--- src/sv/percent_encoder_bounded_macros.svh ---
// Assertion macros shared by the percent encoder RTL.
// Depends on nothing; the including module must provide clk and rst_n.
`ifndef PERCENT_ENCODER_BOUNDED_MACROS_SVH
`define PERCENT_ENCODER_BOUNDED_MACROS_SVH

// Check a property on every clock edge outside of reset.
`define PEB_ASSERT(label, prop, msg) \
    label: assert property (@(posedge clk) disable iff (!rst_n) prop) else $error(msg);

// Check a property on every clock edge, reset included.
`define PEB_ASSERT_ALWAYS(label, prop, msg) \
    label: assert property (@(posedge clk) prop) else $error(msg);

`endif

--- src/sv/pct_enc_pkg.sv ---
// Shared types, constants and helpers for the percent encoder.
// Used by the front end, queue, back end and top level; depends on nothing.
package pct_enc_pkg;

    localparam logic [7:0] PCT_MARK  = 8'h25;
    localparam logic [7:0] TERM_BYTE = 8'h00;
    localparam logic [3:0] NIB_MASK  = 4'hF;

    localparam logic [7:0] HEX_DIGITS [16] = '{
        8'h30, 8'h31, 8'h32, 8'h33, 8'h34, 8'h35, 8'h36, 8'h37,
        8'h38, 8'h39, 8'h41, 8'h42, 8'h43, 8'h44, 8'h45, 8'h46
    };

    // What the back end has to write for one source byte.
    typedef enum logic [1:0] {
        CMD_NONE,
        CMD_PASS,
        CMD_ESC
    } cmd_kind_t;

    typedef struct packed {
        cmd_kind_t  kind;
        logic [7:0] src;
        logic       term;
    } cmd_t;

    typedef struct packed {
        logic empty;
        logic full;
    } q_status_t;

    // Letters, digits and - _ . ~ go through unchanged.
    function automatic logic is_unreserved(input logic [7:0] c);
        return c inside {[8'h61:8'h7A], [8'h41:8'h5A], [8'h30:8'h39],
                         8'h2D, 8'h5F, 8'h2E, 8'h7E};
    endfunction

    function automatic logic [7:0] hex_digit(input logic [3:0] nib);
        return HEX_DIGITS[nib & NIB_MASK];
    endfunction

endpackage

--- src/sv/pct_enc_front.sv ---
// Front end of the percent encoder: accepts source bytes and classifies them.
// Holds the written count and the stop flag; depends on pct_enc_pkg.
module pct_enc_front (
    input  logic               clk,
    input  logic               rst_n,
    input  logic               in_valid,
    output logic               in_stall,
    input  logic [7:0]         data_byte,
    input  logic               end_of_message,
    input  logic [15:0]        out_capacity,
    input  logic               q_full,
    output logic               push,
    output pct_enc_pkg::cmd_t  push_cmd,
    output logic               stopped
);
    import pct_enc_pkg::*;

    logic [15:0] count_reg, count_next;
    logic        stopped_reg, stopped_next;
    logic        accept;
    logic        ends;
    logic        halt;
    logic [15:0] limit;
    logic [15:0] count_new;
    logic [16:0] count_p3;
    cmd_kind_t   kind;

    assign accept   = in_valid && !q_full;
    assign in_stall = q_full;
    assign stopped  = stopped_reg;
    assign ends     = end_of_message || (data_byte == 8'h00);
    assign limit    = (out_capacity == 16'd0) ? 16'd0 : out_capacity - 16'd1;
    assign count_p3 = {1'b0, count_reg} + 17'd3;

    // Classify the byte against the room left in the buffer.
    always_comb
    begin
        kind      = CMD_NONE;
        halt      = 1'b0;
        count_new = count_reg;
        if (data_byte != 8'h00)
        begin
            if (count_reg >= limit)
            begin
                halt = 1'b1;
            end
            else if (is_unreserved(data_byte))
            begin
                kind      = CMD_PASS;
                count_new = count_reg + 16'd1;
                halt      = (count_new >= limit);
            end
            else if (count_p3 < {1'b0, limit})
            begin
                kind      = CMD_ESC;
                count_new = count_p3[15:0];
                halt      = (count_new >= limit);
            end
            else
            begin
                halt = 1'b1;
            end
        end
    end

    // A stopped message yields nothing until its end rearms the block.
    assign push          = accept && !stopped_reg && ((kind != CMD_NONE) || ends || halt);
    assign push_cmd.kind = kind;
    assign push_cmd.src  = data_byte;
    assign push_cmd.term = ends || halt;

    // Next count and stop flag.
    always_comb
    begin
        count_next   = count_reg;
        stopped_next = stopped_reg;
        if (accept)
        begin
            if (ends)
            begin
                count_next   = 16'd0;
                stopped_next = 1'b0;
            end
            else if (!stopped_reg)
            begin
                count_next   = count_new;
                stopped_next = halt;
            end
        end
    end

    always_ff @(posedge clk or negedge rst_n)
    begin
        if (!rst_n)
        begin
            count_reg   <= 16'd0;
            stopped_reg <= 1'b0;
        end
        else
        begin
            count_reg   <= count_next;
            stopped_reg <= stopped_next;
        end
    end

endmodule

--- src/sv/pct_enc_queue.sv ---
// Small first-in first-out queue of commands between front and back end.
// Register based, combinational head; depends on pct_enc_pkg.
module pct_enc_queue #(
    parameter int WIDTH = 11,
    parameter int DEPTH = 4
) (
    input  logic                     clk,
    input  logic                     rst_n,
    input  logic                     push,
    input  logic [WIDTH-1:0]         push_data,
    input  logic                     pop,
    output logic [WIDTH-1:0]         head,
    output pct_enc_pkg::q_status_t   status
);
    import pct_enc_pkg::*;

    localparam int PTR_W = (DEPTH > 1) ? $clog2(DEPTH) : 1;
    localparam int CNT_W = $clog2(DEPTH + 1);
    localparam logic [PTR_W-1:0] LAST_PTR  = PTR_W'(DEPTH - 1);
    localparam logic [CNT_W-1:0] FULL_CNT  = CNT_W'(DEPTH);

    logic [WIDTH-1:0] entries_reg [DEPTH];
    logic [PTR_W-1:0] wr_ptr_reg, wr_ptr_next;
    logic [PTR_W-1:0] rd_ptr_reg, rd_ptr_next;
    logic [CNT_W-1:0] count_reg, count_next;

    assign head         = entries_reg[rd_ptr_reg];
    assign status.empty = (count_reg == '0);
    assign status.full  = (count_reg == FULL_CNT);

    // Pointer wrap and fill level.
    always_comb
    begin
        wr_ptr_next = wr_ptr_reg;
        rd_ptr_next = rd_ptr_reg;
        count_next  = count_reg;
        if (push)
        begin
            wr_ptr_next = (wr_ptr_reg == LAST_PTR) ? '0 : wr_ptr_reg + 1'b1;
        end
        if (pop)
        begin
            rd_ptr_next = (rd_ptr_reg == LAST_PTR) ? '0 : rd_ptr_reg + 1'b1;
        end
        if (push && !pop)
        begin
            count_next = count_reg + 1'b1;
        end
        else if (pop && !push)
        begin
            count_next = count_reg - 1'b1;
        end
    end

    always_ff @(posedge clk or negedge rst_n)
    begin
        if (!rst_n)
        begin
            wr_ptr_reg <= '0;
            rd_ptr_reg <= '0;
            count_reg  <= '0;
        end
        else
        begin
            wr_ptr_reg <= wr_ptr_next;
            rd_ptr_reg <= rd_ptr_next;
            count_reg  <= count_next;
        end
    end

    // Storage needs no reset.
    always_ff @(posedge clk)
    begin
        if (push)
        begin
            entries_reg[wr_ptr_reg] <= push_data;
        end
    end

endmodule

--- src/sv/pct_enc_back.sv ---
// Back end of the percent encoder: expands queued commands into output beats.
// One output byte per cycle while out_stall is low, via a registered output; depends on pct_enc_pkg.
module pct_enc_back (
    input  logic               clk,
    input  logic               rst_n,
    input  pct_enc_pkg::cmd_t  head_cmd,
    input  logic               q_empty,
    output logic               pop,
    output logic               out_valid,
    input  logic               out_stall,
    output logic [7:0]         out_byte,
    output logic               out_last
);
    import pct_enc_pkg::*;

    logic [1:0] phase_reg, phase_next;
    logic       out_valid_reg;
    logic [7:0] out_byte_reg;
    logic       out_last_reg;
    logic       load;
    logic [2:0] base;
    logic [2:0] total;
    logic       last_step;
    logic [7:0] byte_val;
    logic       last_val;

    assign out_valid = out_valid_reg;
    assign out_byte  = out_byte_reg;
    assign out_last  = out_last_reg;

    // Load a new beat whenever the queue holds a command and the output register is free or draining.
    assign load = !q_empty && (!out_valid_reg || !out_stall);

    // Number of data beats this command produces, before any terminator.
    always_comb
    begin
        case (head_cmd.kind)
            CMD_PASS: base = 3'd1;
            CMD_ESC:  base = 3'd3;
            default:  base = 3'd0;
        endcase
    end

    assign total     = base + {2'b00, head_cmd.term};
    assign last_step = (({1'b0, phase_reg} + 3'd1) == total);
    assign pop       = load && last_step;

    // Beat contents for the current phase.
    always_comb
    begin
        byte_val = TERM_BYTE;
        last_val = 1'b1;
        if ({1'b0, phase_reg} < base)
        begin
            last_val = 1'b0;
            case (head_cmd.kind)
                CMD_PASS: byte_val = head_cmd.src;
                CMD_ESC:
                begin
                    case (phase_reg)
                        2'd0:    byte_val = PCT_MARK;
                        2'd1:    byte_val = hex_digit(head_cmd.src[7:4]);
                        default: byte_val = hex_digit(head_cmd.src[3:0]);
                    endcase
                end
                default: byte_val = TERM_BYTE;
            endcase
        end
    end

    always_comb
    begin
        phase_next = phase_reg;
        if (load)
        begin
            phase_next = last_step ? 2'd0 : phase_reg + 2'd1;
        end
    end

    always_ff @(posedge clk or negedge rst_n)
    begin
        if (!rst_n)
        begin
            phase_reg     <= 2'd0;
            out_valid_reg <= 1'b0;
        end
        else
        begin
            phase_reg <= phase_next;
            if (load)
            begin
                out_valid_reg <= 1'b1;
            end
            else if (!out_stall)
            begin
                out_valid_reg <= 1'b0;
            end
        end
    end

    // Output payload.
    always_ff @(posedge clk)
    begin
        if (load)
        begin
            out_byte_reg <= byte_val;
            out_last_reg <= last_val;
        end
    end

endmodule

--- src/sv/percent_encoder_bounded.sv ---
// Top level of the bounded percent encoder: capacity register, front end,
// command queue and back end. Depends on pct_enc_pkg and the assertion macros.
//
// Source bytes enter one per beat and leave URL percent-encoded, one byte per
// output beat, followed by a zero terminator marked last when the message ends
// or the buffer of out_capacity bytes is full. The front end takes an input
// beat every cycle while its command queue (QUEUE_DEPTH entries) has room; the
// back end writes one output byte per cycle while out_stall is low, so a
// pass-through byte yields one output byte, an escaped byte three, and a
// terminator one more. Sustained throughput is therefore set by the single
// output byte register. Capacity is written through the cfg port.
`include "percent_encoder_bounded_macros.svh"

module percent_encoder_bounded #(
    parameter int QUEUE_DEPTH = 4
) (
    input  logic        clk,
    input  logic        rst_n,
    input  logic        cfg_valid,
    output logic        cfg_ready,
    input  logic [15:0] out_capacity,
    input  logic        in_valid,
    output logic        in_stall,
    input  logic [7:0]  data_byte,
    input  logic        end_of_message,
    output logic        out_valid,
    input  logic        out_stall,
    output logic [7:0]  out_byte,
    output logic        out_last
);
    import pct_enc_pkg::*;

    localparam int CMD_W = $bits(cmd_t);

    logic [15:0]  capacity_reg;
    logic         q_push;
    logic         q_pop;
    cmd_t         push_cmd;
    cmd_t         head_cmd;
    logic [CMD_W-1:0] head_bits;
    q_status_t    q_stat;
    logic         stopped;

    // Capacity register; the user must write it only while the block is idle, which the block itself does not enforce.
    assign cfg_ready = 1'b1;

    always_ff @(posedge clk or negedge rst_n)
    begin
        if (!rst_n)
        begin
            capacity_reg <= 16'd32;
        end
        else if (cfg_valid && cfg_ready)
        begin
            capacity_reg <= out_capacity;
        end
    end

    pct_enc_front u_front (
        .clk            (clk),
        .rst_n          (rst_n),
        .in_valid       (in_valid),
        .in_stall       (in_stall),
        .data_byte      (data_byte),
        .end_of_message (end_of_message),
        .out_capacity   (capacity_reg),
        .q_full         (q_stat.full),
        .push           (q_push),
        .push_cmd       (push_cmd),
        .stopped        (stopped)
    );

    pct_enc_queue #(
        .WIDTH (CMD_W),
        .DEPTH (QUEUE_DEPTH)
    ) u_queue (
        .clk       (clk),
        .rst_n     (rst_n),
        .push      (q_push),
        .push_data (push_cmd),
        .pop       (q_pop),
        .head      (head_bits),
        .status    (q_stat)
    );

    assign head_cmd = cmd_t'(head_bits);

    pct_enc_back u_back (
        .clk       (clk),
        .rst_n     (rst_n),
        .head_cmd  (head_cmd),
        .q_empty   (q_stat.empty),
        .pop       (q_pop),
        .out_valid (out_valid),
        .out_stall (out_stall),
        .out_byte  (out_byte),
        .out_last  (out_last)
    );

    // A stopped message never queues work for the back end.
    `PEB_ASSERT(a_no_push_stopped, stopped |-> !q_push, "command queued while stopped")
    // The queue is never written when full nor read when empty.
    `PEB_ASSERT(a_queue_no_overflow, q_stat.full |-> !q_push, "queue overflow")
    `PEB_ASSERT(a_queue_no_underflow, q_stat.empty |-> !q_pop, "queue underflow")
    // Only the terminator beat may carry a zero byte, and it always does.
    `PEB_ASSERT(a_term_zero, out_valid |-> ((out_byte == TERM_BYTE) == out_last), "bad terminator")

endmodule

--- config.mk ---
export PLATFORM = sky130hd
export DESIGN_NAME = percent_encoder_bounded
export DESIGN_NICKNAME = d
export VERILOG_FILES = /design/src/sv/pct_enc_pkg.sv /design/src/sv/pct_enc_front.sv /design/src/sv/pct_enc_queue.sv /design/src/sv/pct_enc_back.sv /design/src/sv/percent_encoder_bounded.sv
export VERILOG_INCLUDE_DIRS = /design/src /design/src/sv
export SDC_FILE = /design/constraint.sdc
export NUM_CORES = 1
export LEC_CHECK = 0
export CAP_MARGIN = 10
export CORE_MARGIN = 2
export CORE_UTILIZATION = 50
export CTS_CLUSTER_DIAMETER = 80
export DETAILED_ROUTE_END_ITERATION = 7
export DONT_BUFFER_PORTS = 1
export PLACE_DENSITY = 0.73
export SYNTH_ARGS = -nofsm -noshare
export SYNTH_HDL_FRONTEND = slang
export SYNTH_SLANG_ARGS = --single-unit
--- constraint.sdc ---
create_clock -name clk -period 11.28 [get_ports clk]
set_input_delay 2.256 -clock clk [delete_from_list [all_inputs] [get_ports clk]]
set_output_delay 2.256 -clock clk [all_outputs]
set_load 0.01 [all_outputs]
==> results by group, run 1 <==
Clock network
  • TritonCTS Buffers: 9
  • Clock sinks: 96
  • Clk buf depth: 2
  • Post_cts resized: 0
  • Clock slew at reported path FFs: 0.07 ns
  • CTS root buf: clkbuf_16
  • Clock latency on the worst-skew pair: 0.35 ns
  • Post-CTS setup buffer count: 0
  • H-tree levels: 3
  • CTS tree: done
  • CTS Hold Bufs: 0

Detailed routing
  • Final ANT Viol Nets: 0
  • Iteration count of the initial detailed-routing pass: 5
  • Vias: 4,783
  • Met2 wire length: 7340 um
  • Violation count after the first detailed-route iteration: 320
  • Routed len/inst: 18.6 um
  • Total Routed Length: 14,700 um
  • DR vias/cell: 6.04
  • Met1 wire length: 6010 um
  • Highest metal used: met4
  • Metal3 WL: 848 um
  • DR DRC count: 0

Die
  • Die height: 119 um
  • Number of I/O pins: 42
  • Die area: 0.0141 mm^2
  • Initial core utilization: 51.6%
  • Core Box Area: 0.0127 mm^2
  • Core Rows: 41
  • Die X: 119 um

Timing
  • Max-slew violation count: 0
  • Crit path time final: 4.68 ns
  • Setup TNS: 0 ns
  • Achievable frequency: 214 MHz
  • Crit share post-route: 41.5%
  • Worst Clk Skew: 0.00742 ns
  • Slew @ Worst Pin: 0.955 ns
  • Final Hold Fails: 0
  • Slew headroom: 36.3%
  • Final setup violation count: 0
  • RSZ-0062 raised after global routing: no

Place
  • # placed instances: 776
  • HPWL after detailed placement: 11,000 um
  • Port Buffer Count: 0
  • GPL Wtd Cong: 0.900

Hold path
  • Min-delay src: u_queue.count_reg[2]$_DFFE_PN0P_
  • Hold-critical path depth: 1
  • Worst Hold Class: register to register
  • WHS Endpoint: u_queue.count_reg[2]$_DFFE_PN0P_

GRT
  • Largest net degree at the start of global routing: 44
  • Grt total ovfl: 0
  • Vias in the first global route: 4,855
  • Total track usage: 21.7%
  • Global-route wire length before repair: 24,300 um
  • Initial antenna violation count: 0

Cells and area
  • Fraction of layout instances using a drive strength above 1: 10.5%
  • Nets: 715
  • Fill count: 1,126
  • Multi-input logic area: 0.00368 mm^2
  • Sequential cell area: 0.00267 mm^2
  • Max FFs per register: 44
  • Diodes inserted: 0
  • Synth-to-Final Area Change: 6.76%
  • Final Util: 55.1%
  • Fin cells: 792

Setup path
  • Slowest stage cell, crit path: a21oi_1
  • Crit-path max FO: 12
  • R2r setup slk: 6.60 ns
  • Worst reg2reg startpoint: capacity_reg[3]$_DFFE_PN0P_
  • Setup crit end kind: register
  • Setup CP Type: register to register
  • CP required: 11.55 ns
  • CP max stage delay: 0.75 ns
  • Reg2reg end: u_front.count_reg[1]$_DFFE_PN0P_
  • R2R cell count: 14
  • Cells along the critical path: nor4_1 > nand2_1 > or4_1 > nor3_2 > nand2_1 > nand2b_1 > ha_1 > or3b_1 > o2111ai_1 > a31oi_1 > o21ai_2 > a21oi_1 > or2_1 > mux2i_1
  • CP startpoint kind: register
  • Crit path DAT: 4.95 ns
  • CP dominant cell by count: nand2_1

Synth
  • Syn Nets: 725
  • Sequential area share after synthesis: 40.6%
  • Syn Area/Cell: 10.5 um^2
  • Prevailing post-synth register cell: edfxtp_1
  • Number of synthesized register bits: 96
  • Cell count after synthesis: 625
  • Post-synth EDFFs: 53
  • Cell area after synthesis: 0.00657 mm^2
  • FFs w/ async S/R, synth: 44.8%
  • Synthesis Warnings: 0
  • Yosys cell types: 67

Status
  • Status: complete, no violations

Power
  • Max rail drop VDD: 0.110 mV
  • PD cells: 218 mW/mm^2
  • Leakage: 2.99 nW

Run
  • Max Cap Viol: 0
where the power goes:
group | internal, mW | switching, mW
Clock | 0.198 | 0.137
Combinational | 0.277 | 0.360
Sequential | 0.467 | 0.0861
Total | 0.942 | 0.583
stage by stage:
stage / instance area, um^2 / hold slack (ns) / worst slack [ns] / power, mW
floorplan: 6570 / 0.456 / 7.01 / 1.04
global placement: 6680 / 0.470 / 6.81 / 1.16
detailed placement: 6680 / 0.485 / 6.66 / 1.19
CTS: 7010 / 0.496 / 6.64 / 1.53
global route: 7010 / 0.525 / 6.17 / 1.63
finish: 7010 / 0.490 / 6.60 / 1.52
cells in the mapped netlist, types with 8 or more instances:
library cell | instances | area, um^2
dfrtp_1 | 42 | 1050
ha_1 | 69 | 863
and2_1 | 8 | 50.1
nor3_1 | 14 | 70.1
nor2_1 | 46 | 173
nand3_1 | 8 | 40.0
xor2_1 | 22 | 193
clkbuf_1 | 10 | 37.5
nand2_1 | 65 | 244
o21ai_0 | 20 | 100
nand4_1 | 14 | 87.6
xnor2_1 | 23 | 201
a21oi_1 | 35 | 175
a21o_1 | 11 | 82.6
edfxtp_1 | 53 | 1590
inv_1 | 25 | 93.8
mux2i_1 | 12 | 120
mux4_2 | 11 | 248
buf_2 | 9 | 45.0
mux2_2 | 19 | 214
cell usage in the layout, fill, tap and decap left out, drive strengths merged, types with 3 or more instances in the layout:
cell     Yosys  layout
a211oi       8       8
a21o        11      11
a21oi       36      36
a22o         3       3
a22oi        3       3
a31oi        4       4
and2         8       8
buf         15       4
clkbuf      10      10
dfrtp       42      42
edfxtp      53      53
ha          69      69
inv         25      28
mux2        21      21
mux2i       12      12
mux4        11      11
nand2       65      65
nand2b       6       6
nand3        8       8
nand3b       3       3
nand4       14      14
nor2        46      46
nor2b        4       4
nor3        17      17
nor4         7       7
o211ai       7       7
o21ai       22      22
o2bb2ai      4       4
o31ai        6       6
or2          7       7
or4          3       3
xnor2       23      23
xor2        22      22
layer usage:
layer	up-vias	GRT usage, %
met3	41	4.97
li1	2281	-
met2	184	38.0
met1	2277	25.1
met4	0	9.82
met5	-	0
critical path, delay by kind of cell, from the launching register on:
family                     cells  cell delay (ns)
AOI/OAI and AO/OA              4             1.23
muxes                          1             0.24
DFF                            1             0.41
and+or+nand+nor                8             2.50
adders and majority gates      1             0.21
area by class of cell:
class	count	area share [%]
multi-input combinational	479	52.4
sequential	96	38.1
clock buffer	10	3.27
tap	172	3.07
clock inverter	6	1.39
inverter	25	1.34
timing repair buffer	4	0.428
worst max-delay path by stage:
stage / from / end / slack [ns] / depth (start not counted)
after floorplan: out_stall / u_queue.count_reg[1]$_DFFE_PN0P_ / 7.01 / 7
after global placement: data_byte[7] / u_front.count_reg[5]$_DFFE_PN0P_ / 6.81 / 8
after detailed placement: capacity_reg[3]$_DFFE_PN0P_ / u_front.count_reg[1]$_DFFE_PN0P_ / 6.66 / 14
after CTS: capacity_reg[3]$_DFFE_PN0P_ / u_front.count_reg[1]$_DFFE_PN0P_ / 6.64 / 14
after global routing: capacity_reg[3]$_DFFE_PN0P_ / u_front.count_reg[1]$_DFFE_PN0P_ / 6.17 / 14
final: capacity_reg[3]$_DFFE_PN0P_ / u_front.count_reg[1]$_DFFE_PN0P_ / 6.60 / 14
cell families after synthesis:
kind of cell	share of synthesized area, %
simple gates	14.7
compound gates	12.4
flops	40.6
fa+ha+maj	13.5
buf+inv	3.37
xor+xnor	6.00
mux	9.32
other cells	0.0571
Note: power is estimated with default switching activity, not from simulation.
==> run 2: changes to the inputs <==
- ABC_AREA: default -> 1
- PLACE_DENSITY: 0.73 -> 0.76
- clock period: 11.28 -> 3.9 ns (I/O delays scaled with it)
==> run 2 against run 1 <==
Compared with the run above: global-route usage up 0.64 points; highest routed layer unchanged; design area up 8.1%; clock skew down 0.0018 ns; register-to-register slack got worse by 6.3 ns; wire length grew 4.3%; power rose to 3.7 times the previous value; non-clock buffer count grew 8; combinational power increased to 4.8 times the previous value; die area up 7.2%.
==> results by group, run 2 <==
Status
  • Status: complete, no violations (unchanged)

Cells and area
  • Most common cell after layout, fill and taps aside: nand2_1 (was ha_1)
  • Fin cells: 1,053 (was 792)
  • Most frequent cells in the layout: nand2_1 (187), inv_1 (119), ha_1 (69) (was ha_1 (69), nand2_1 (65), edfxtp_1 (53))
  • Multi-input logic area: 0.00379 mm^2 (was 0.00368 mm^2)
  • Fill count: 1,196 (was 1,126)
  • Max FFs per register: 44 (unchanged)
  • Final Util: 54.8% (was 55.1%)
  • Synth-to-Final Area Change: 7.40% (was 6.76%)
  • Nets: 968 (was 715)
  • Diodes inserted: 0 (unchanged)
  • Design area: 0.00758 mm^2 (was 0.00701 mm^2)
  • Fraction of layout instances using a drive strength above 1: 12.5% (was 10.5%)
  • Sequential cell area: 0.00267 mm^2 (about the same)

GRT
  • Initial antenna violation count: 0 (unchanged)
  • Vias in the first global route: 5,544 (was 4,855)
  • Global-route wire length before repair: 26,000 um (was 24,300 um)
  • Grt total ovfl: 0 (unchanged)
  • Total track usage: 22.3% (was 21.7%)
  • Largest net degree at the start of global routing: 44 (unchanged)

Power
  • Combinational share of power: 53.9% (was 41.8%)
  • Leakage: 3.63 nW (was 2.99 nW)
  • P_int: 3.01 mW (was 0.942 mW)
  • Max rail drop VDD: 0.361 mV (was 0.110 mV)
  • Final Power: 5.65 mW (was 1.52 mW)
  • Clock power frac: 16.1% (was 22.0%)
  • Switching pwr: 2.63 mW (was 0.583 mW)
  • PD cells: 746 mW/mm^2 (was 218 mW/mm^2)
  • Sw Share: 46.6% (was 38.2%)
  • Sequential share of power: 30.0% (was 36.3%)

Clock network
  • Clock latency on the worst-skew pair: 0.36 ns (was 0.35 ns)
  • TritonCTS Buffers: 9 (unchanged)
  • CTS tree: done (unchanged)
  • H-tree levels: 3 (unchanged)
  • CTS root buf: clkbuf_16 (unchanged)
  • Clock slew at reported path FFs: 0.07 ns (about the same)
  • Clk buf depth: 2 (unchanged)
  • Post-CTS setup buffer count: 0 (unchanged)
  • CTS Hold Bufs: 0 (unchanged)
  • Clock sinks: 96 (unchanged)
  • Post_cts resized: 0 (unchanged)

Setup path
  • Setup CP Type: register to register (unchanged)
  • CP required: 4.15 ns (was 11.55 ns)
  • Crit-path max FO: 9 (was 12)
  • CP max stage delay: 0.46 ns (was 0.75 ns)
  • Crit path DAT: 3.81 ns (was 4.95 ns)
  • CP startpoint kind: register (unchanged)
  • Cells along the critical path: inv_2 > nand2_1 > a32oi_1 > inv_1 > ha_1 > inv_1 > ha_1 > ha_1 > xnor2_1 > nand2_1 > nor2_1 > inv_1 > nor2_1 > inv_1 > ha_1 > inv_1 > fa_1 > mux2_2 (was nor4_1 > nand2_1 > or4_1 > nor3_2 > nand2_1 > nand2b_1 > ha_1 > or3b_1 > o2111ai_1 > a31oi_1 > o21ai_2 > a21oi_1 > or2_1 > mux2i_1)
  • CP dominant cell by count: inv_1 (was nand2_1)
  • Slowest stage cell, crit path: dfrtp_2 (was a21oi_1)
  • Setup crit end kind: register (unchanged)

Place
  • GPL Wtd Cong: 0.920 (was 0.900)
  • Post-DP Area: 0.00724 mm^2 (was 0.00668 mm^2)
  • Port Buffer Count: 0 (unchanged)
  • Pre-CTS WS: 0.279 ns (was 6.66 ns)
  • # placed instances: 1,036 (was 776)
  • HPWL after detailed placement: 11,600 um (was 11,000 um)

Synth
  • Prevailing post-synth register cell: edfxtp_1 (unchanged)
  • Largest area contributor in the netlist: edfxtp_1 (unchanged)
  • Most frequent cell after synthesis: nand2_1 (was ha_1)
  • Cell area after synthesis: 0.00705 mm^2 (was 0.00657 mm^2)
  • Ranking of synthesized cells by area: edfxtp_1 (23%), dfrtp_1 (15%), ha_1 (12%) (was edfxtp_1 (24%), dfrtp_1 (16%), ha_1 (13%))
  • Syn Nets: 964 (was 725)
  • Top cells by count, synth: nand2_1 (187), inv_1 (119), ha_1 (69) (was ha_1 (69), nand2_1 (65), edfxtp_1 (53))
  • Area share of the largest cell type after synthesis: 22.6% (was 24.2%)
  • Yosys cell types: 51 (was 67)
  • Syn Area/Cell: 8.16 um^2 (was 10.5 um^2)
  • FFs w/ async S/R, synth: 44.8% (unchanged)
  • Synthesis Warnings: 0 (unchanged)
  • Sequential area share after synthesis: 37.8% (was 40.6%)
  • Cell count after synthesis: 864 (was 625)
  • Post-synth EDFFs: 53 (unchanged)
  • Number of synthesized register bits: 96 (unchanged)

Die
  • Die X: 123 um (was 119 um)
  • Die height: 123 um (was 119 um)
  • Core Box Area: 0.0138 mm^2 (was 0.0127 mm^2)
  • Die area: 0.0151 mm^2 (was 0.0141 mm^2)
  • Initial core utilization: 51.0% (was 51.6%)
  • Core Rows: 43 (was 41)
  • Number of I/O pins: 42 (unchanged)

Timing
  • Crit share post-route: 91.4% (was 41.5%)
  • Setup TNS: 0 ns (unchanged)
  • Crit path time final: 3.57 ns (was 4.68 ns)
  • Max-slew violation count: 0 (unchanged)
  • Final Hold Fails: 0 (unchanged)
  • Achievable frequency: 280 MHz (was 214 MHz)
  • Final worst slack: 0.334 ns (was 6.60 ns)
  • Final hold slack: 0.115 ns (was 0.490 ns)
  • Final setup violation count: 0 (unchanged)
  • Worst Clk Skew: 0.00566 ns (was 0.00742 ns)

Hold path
  • Worst Hold Class: primary input to asynchronous set/reset pin (was register to register)

Detailed routing
  • Met2 wire length: 7870 um (was 7340 um)
  • Metal3 WL: 642 um (was 848 um)
  • DR vias/cell: 5.29 (was 6.04)
  • Total Routed Length: 15,300 um (was 14,700 um)
  • Met1 wire length: 6310 um (was 6010 um)
  • Iteration count of the initial detailed-routing pass: 5 (unchanged)
  • DR DRC count: 0 (unchanged)
  • Final ANT Viol Nets: 0 (unchanged)
  • Vias: 5,570 (was 4,783)
  • Highest metal used: met4 (unchanged)
  • Violation count after the first detailed-route iteration: 269 (was 320)
  • Routed len/inst: 14.6 um (was 18.6 um)

Run
  • Max Cap Viol: 0 (unchanged)
[run 2: worst paths after layout]
check	to	from	slack [ns]	depth (start not counted)
setup / recovery	u_queue.count_reg[1]$_DFFE_PN0P_	u_queue.rd_ptr_reg[0]$_DFFE_PN0P_	0.33	18
hold / removal	capacity_reg[1]$_DFFE_PN0P_	rst_n	0.11	0
setup reg to reg	u_queue.count_reg[1]$_DFFE_PN0P_	u_queue.rd_ptr_reg[0]$_DFFE_PN0P_	0.33	18
hold reg to reg	u_back.out_valid$_DFFE_PN0P_	u_queue.count_reg[2]$_DFFE_PN0P_	0.55	2
max in group asynchronous	capacity_reg[5]$_DFFE_PN1P_	rst_n	3.61	0
min in group clk	u_queue.entries_reg[0][7]$_DFFE_PP_	data_byte[6]	0.52	0
[run 2: critical path: cells and delay by family (launching register included)]
family          cells  cell delay (ns)
xor+xnor            1             0.18
buf+inv             6             0.54
flops               1             0.46
simple gates        4             0.48
mux                 1             0.27
fa+ha+maj           5             1.30
compound gates      1             0.23
[run 2: metal layers]
metal / vias to the layer above / track usage, %
li1: 2847 / -
met1: 2550 / 25.3
met2: 132 / 40.0
met3: 41 / 4.79
met4: 0 / 9.84
met5: - / 0
[run 2: logic make-up (layout without fill, tap and decap cells)]
| logic type | Yosys count | after routing | share of synthesized area (%) |
|---|---|---|---|
| simple gates | 377 | 378 | 25.2 |
| buf+inv | 151 | 159 | 8.89 |
| compound gates | 133 | 133 | 11.0 |
| flops | 96 | 96 | 37.8 |
| fa+ha+maj | 70 | 70 | 12.5 |
| xor+xnor | 34 | 34 | 4.22 |
| mux | 2 | 2 | 0.319 |
| other cells | 1 | 1 | 0.0532 |
[run 2: power groups by stage]
stage	logic, mW	clock network [mW]	registers (mW)
finish	3.04	0.910	1.70
floorplan	2.42	0	1.62
detailed placement	2.96	0	1.71
global route	3.52	0.975	1.73
CTS	2.98	0.937	1.69
global placement	2.87	0	1.70
[run 2: cell type report]
cell class	instances	share of cell area (%)
sequential	96	35.2
clock inverter	6	0.991
timing repair buffer	12	1.19
clock buffer	10	3.02
inverter	131	6.52
multi-input combinational	618	50.1
tap	180	2.97
==> run 3: changes to the inputs <==
- CTS_BUF_LIST: default -> sky130_fd_sc_hd__clkbuf_16
- MAX_ROUTING_LAYER: default -> met4
==> run 3 against run 2 <==
Compared with the run above: worst hold slack hardly changed; clock-buffer cell count fell by 1; maximum frequency increased by 1.9%; die area unchanged; clock power shrank 5.7%; combinational power about the same; sequential share of layout area is 0.16 points higher; clock skew is 0.0024 ns higher; largest cell class unchanged; via count shrank 0.74%; power decreased by 1.7%; register-to-register slack gained 0.07 ns; non-clock buffer count unchanged.
==> results by group, run 3 (synthesized netlist as in run 2, its figures left out) <==
Status
  • Status: complete, no violations (unchanged)

Place
  • GPL Wtd Cong: 0.975 (was 0.920)
  • HPWL after detailed placement: 11,400 um (was 11,600 um)
  • Pre-CTS WS: 0.327 ns (was 0.279 ns)
  • Port Buffer Count: 0 (unchanged)
  • # placed instances: 1,036 (unchanged)

Setup path
  • Slowest stage cell, crit path: dfrtp_1 (was dfrtp_2)
  • CP startpoint kind: register (unchanged)
  • Crit-path max FO: 12 (was 9)
  • CP required: 4.14 ns (was 4.15 ns)
  • Setup CP Type: register to register (unchanged)
  • Cells along the critical path: buf_4 > nand2_1 > a32oi_1 > ha_1 > inv_1 > ha_1 > ha_1 > xor2_1 > nor2_1 > inv_1 > nor2_2 > inv_1 > ha_1 > inv_1 > fa_1 > mux2_2 (was inv_2 > nand2_1 > a32oi_1 > inv_1 > ha_1 > inv_1 > ha_1 > ha_1 > xnor2_1 > nand2_1 > nor2_1 > inv_1 > nor2_1 > inv_1 > ha_1 > inv_1 > fa_1 > mux2_2)
  • Setup crit end kind: register (unchanged)
  • CP max stage delay: 0.49 ns (was 0.46 ns)
  • Crit path DAT: 3.74 ns (was 3.81 ns)

Timing
  • Crit path time final: 3.50 ns (was 3.57 ns)
  • Achievable frequency: 286 MHz (was 280 MHz)
  • Slew @ Worst Pin: 0.643 ns
  • Final Hold Fails: 0 (unchanged)
  • Max-slew violation count: 0 (unchanged)
  • Slew headroom: 56.7%
  • Setup TNS: 0 ns (unchanged)
  • Final setup violation count: 0 (unchanged)
  • Final hold slack: 0.115 ns (about the same)
  • RSZ-0062 raised after global routing: no
  • Worst Clk Skew: 0.00806 ns (was 0.00566 ns)
  • Crit share post-route: 89.8% (was 91.4%)
  • Final worst slack: 0.400 ns (was 0.334 ns)

Clock network
  • Clk buf depth: 2 (unchanged)
  • Clock sinks: 96 (unchanged)
  • Clock latency on the worst-skew pair: 0.35 ns (was 0.36 ns)
  • TritonCTS Buffers: 9 (unchanged)
  • H-tree levels: 3 (unchanged)
  • CTS tree: done (unchanged)
  • CTS root buf: clkbuf_16 (unchanged)
  • Clock slew at reported path FFs: 0.07 ns (about the same)
  • Post-CTS setup buffer count: 0 (unchanged)

GRT
  • Total track usage: 22.1% (was 22.3%)
  • Grt total ovfl: 0 (unchanged)
  • Vias in the first global route: 5,402 (was 5,544)
  • Global-route wire length before repair: 25,200 um (was 26,000 um)
  • Largest net degree at the start of global routing: 44 (unchanged)
  • Initial antenna violation count: 0 (unchanged)

Power
  • Max rail drop VDD: 0.380 mV (was 0.361 mV)
  • Final Power: 5.55 mW (was 5.65 mW)
  • PD cells: 736 mW/mm^2 (was 746 mW/mm^2)
  • Leakage: 3.62 nW (was 3.63 nW)
  • P_int: 2.94 mW (was 3.01 mW)
  • Clock power frac: 15.5% (was 16.1%)
  • Combinational share of power: 54.1% (was 53.9%)
  • Switching pwr: 2.61 mW (was 2.63 mW)
  • Sw Share: 47.1% (was 46.6%)
  • Sequential share of power: 30.4% (was 30.0%)

Die
  • Core Rows: 43 (unchanged)
  • Initial core utilization: 51.0% (unchanged)
  • Number of I/O pins: 42 (unchanged)
  • Die X: 123 um (unchanged)
  • Die area: 0.0151 mm^2 (unchanged)
  • Die height: 123 um (unchanged)
  • Core Box Area: 0.0138 mm^2 (unchanged)

Cells and area
  • Diodes inserted: 0 (unchanged)
  • Fill count: 1,237 (was 1,196)
  • Synth-to-Final Area Change: 6.86% (was 7.40%)
  • Fin cells: 1,052 (was 1,053)
  • Most common cell after layout, fill and taps aside: nand2_1 (unchanged)
  • Most frequent cells in the layout: nand2_1 (187), inv_1 (119), ha_1 (69) (unchanged)
  • Nets: 967 (was 968)
  • Max FFs per register: 44 (unchanged)
  • Fraction of layout instances using a drive strength above 1: 12.4% (was 12.5%)

Detailed routing
  • Routed len/inst: 14.0 um (was 14.6 um)
  • Violation count after the first detailed-route iteration: 260 (was 269)
  • Iteration count of the initial detailed-routing pass: 5 (unchanged)
  • Total Routed Length: 14,800 um (was 15,300 um)
  • DR DRC count: 0 (unchanged)
  • Vias: 5,529 (was 5,570)
  • Final ANT Viol Nets: 0 (unchanged)
  • DR vias/cell: 5.26 (was 5.29)

Hold path
  • Worst Hold Class: primary input to asynchronous set/reset pin (unchanged)

Run
  • Max Cap Viol: 0 (unchanged)
run 3: final cells by class:
cell class | count | area, um^2 | share of cell area [%]
flip-flops and latches | 96 | 2670 | 35.4
inverters | 131 | 494 | 6.56
multi-input cells | 617 | 3770 | 50.0
clock buffers | 9 | 225 | 2.99
repair buffers | 12 | 90.1 | 1.20
clock inverters | 7 | 65.1 | 0.863
well taps | 180 | 225 | 2.99
run 3: power by group through the flow:
stage / sequential (mW) / clock [mW] / combinational [mW]
final: 1.69 / 0.858 / 3.01
after global routing: 1.72 / 0.912 / 3.48
after CTS: 1.69 / 0.873 / 2.98
after detailed placement: 1.71 / 0 / 2.95
after global placement: 1.70 / 0 / 2.88
after floorplan: 1.62 / 0 / 2.42
run 3: path summary, 6_finish.rpt:
path / from / slack, ns / to / depth (start not counted)
worst max-delay path: u_queue.rd_ptr_reg[0]$_DFFE_PN0P_ / 0.40 / u_queue.count_reg[1]$_DFFE_PN0P_ / 16
min in group clk: data_byte[4] / 0.52 / u_queue.entries_reg[2][5]$_DFFE_PP_ / 0
worst min register to register: u_front.stopped$_DFFE_PN0P_ / 0.54 / u_front.stopped$_DFFE_PN0P_ / 2
worst min-delay path: rst_n / 0.12 / u_front.count_reg[14]$_DFFE_PN0P_ / 0
worst max register to register: u_queue.rd_ptr_reg[0]$_DFFE_PN0P_ / 0.40 / u_queue.count_reg[1]$_DFFE_PN0P_ / 16
max in group asynchronous: rst_n / 3.60 / capacity_reg[5]$_DFFE_PN1P_ / 0
run 3: what timing repair did:
action	4_1_cts	5_1_grt
hold buffers	0	0
setup endpoints to repair	0	17
gates resized for setup	0	2
run 3: layer usage:
layer / vias to the layer above / GRT usage, % / wire length (um)
li1: 2843 / - / -
met1: 2533 / 24.1 / 6380
met2: 120 / 38.6 / 7380
met3: 33 / 4.93 / 509
met4: 0 / 9.05 / 501
met5: - / - / 0
run 3: critical path: cells and delay by family, from the launching register on:
family | cells | cell delay [ns]
muxes | 1 | 0.27
xor gates and xnor gates | 1 | 0.14
buffers and inverters | 5 | 0.55
adders and majority gates | 5 | 1.26
DFF | 1 | 0.49
AOI/OAI and AO/OA | 1 | 0.33
and+or+nand+nor | 3 | 0.33
run 3: stage by stage:
step                instance area (um^2)  util, %
finish                              7540     54.5
global route                        7540     54.5
CTS                                 7530     54.4
detailed placement                  7240     52.3
global placement                    7240     52.3
floorplan                           7050        -
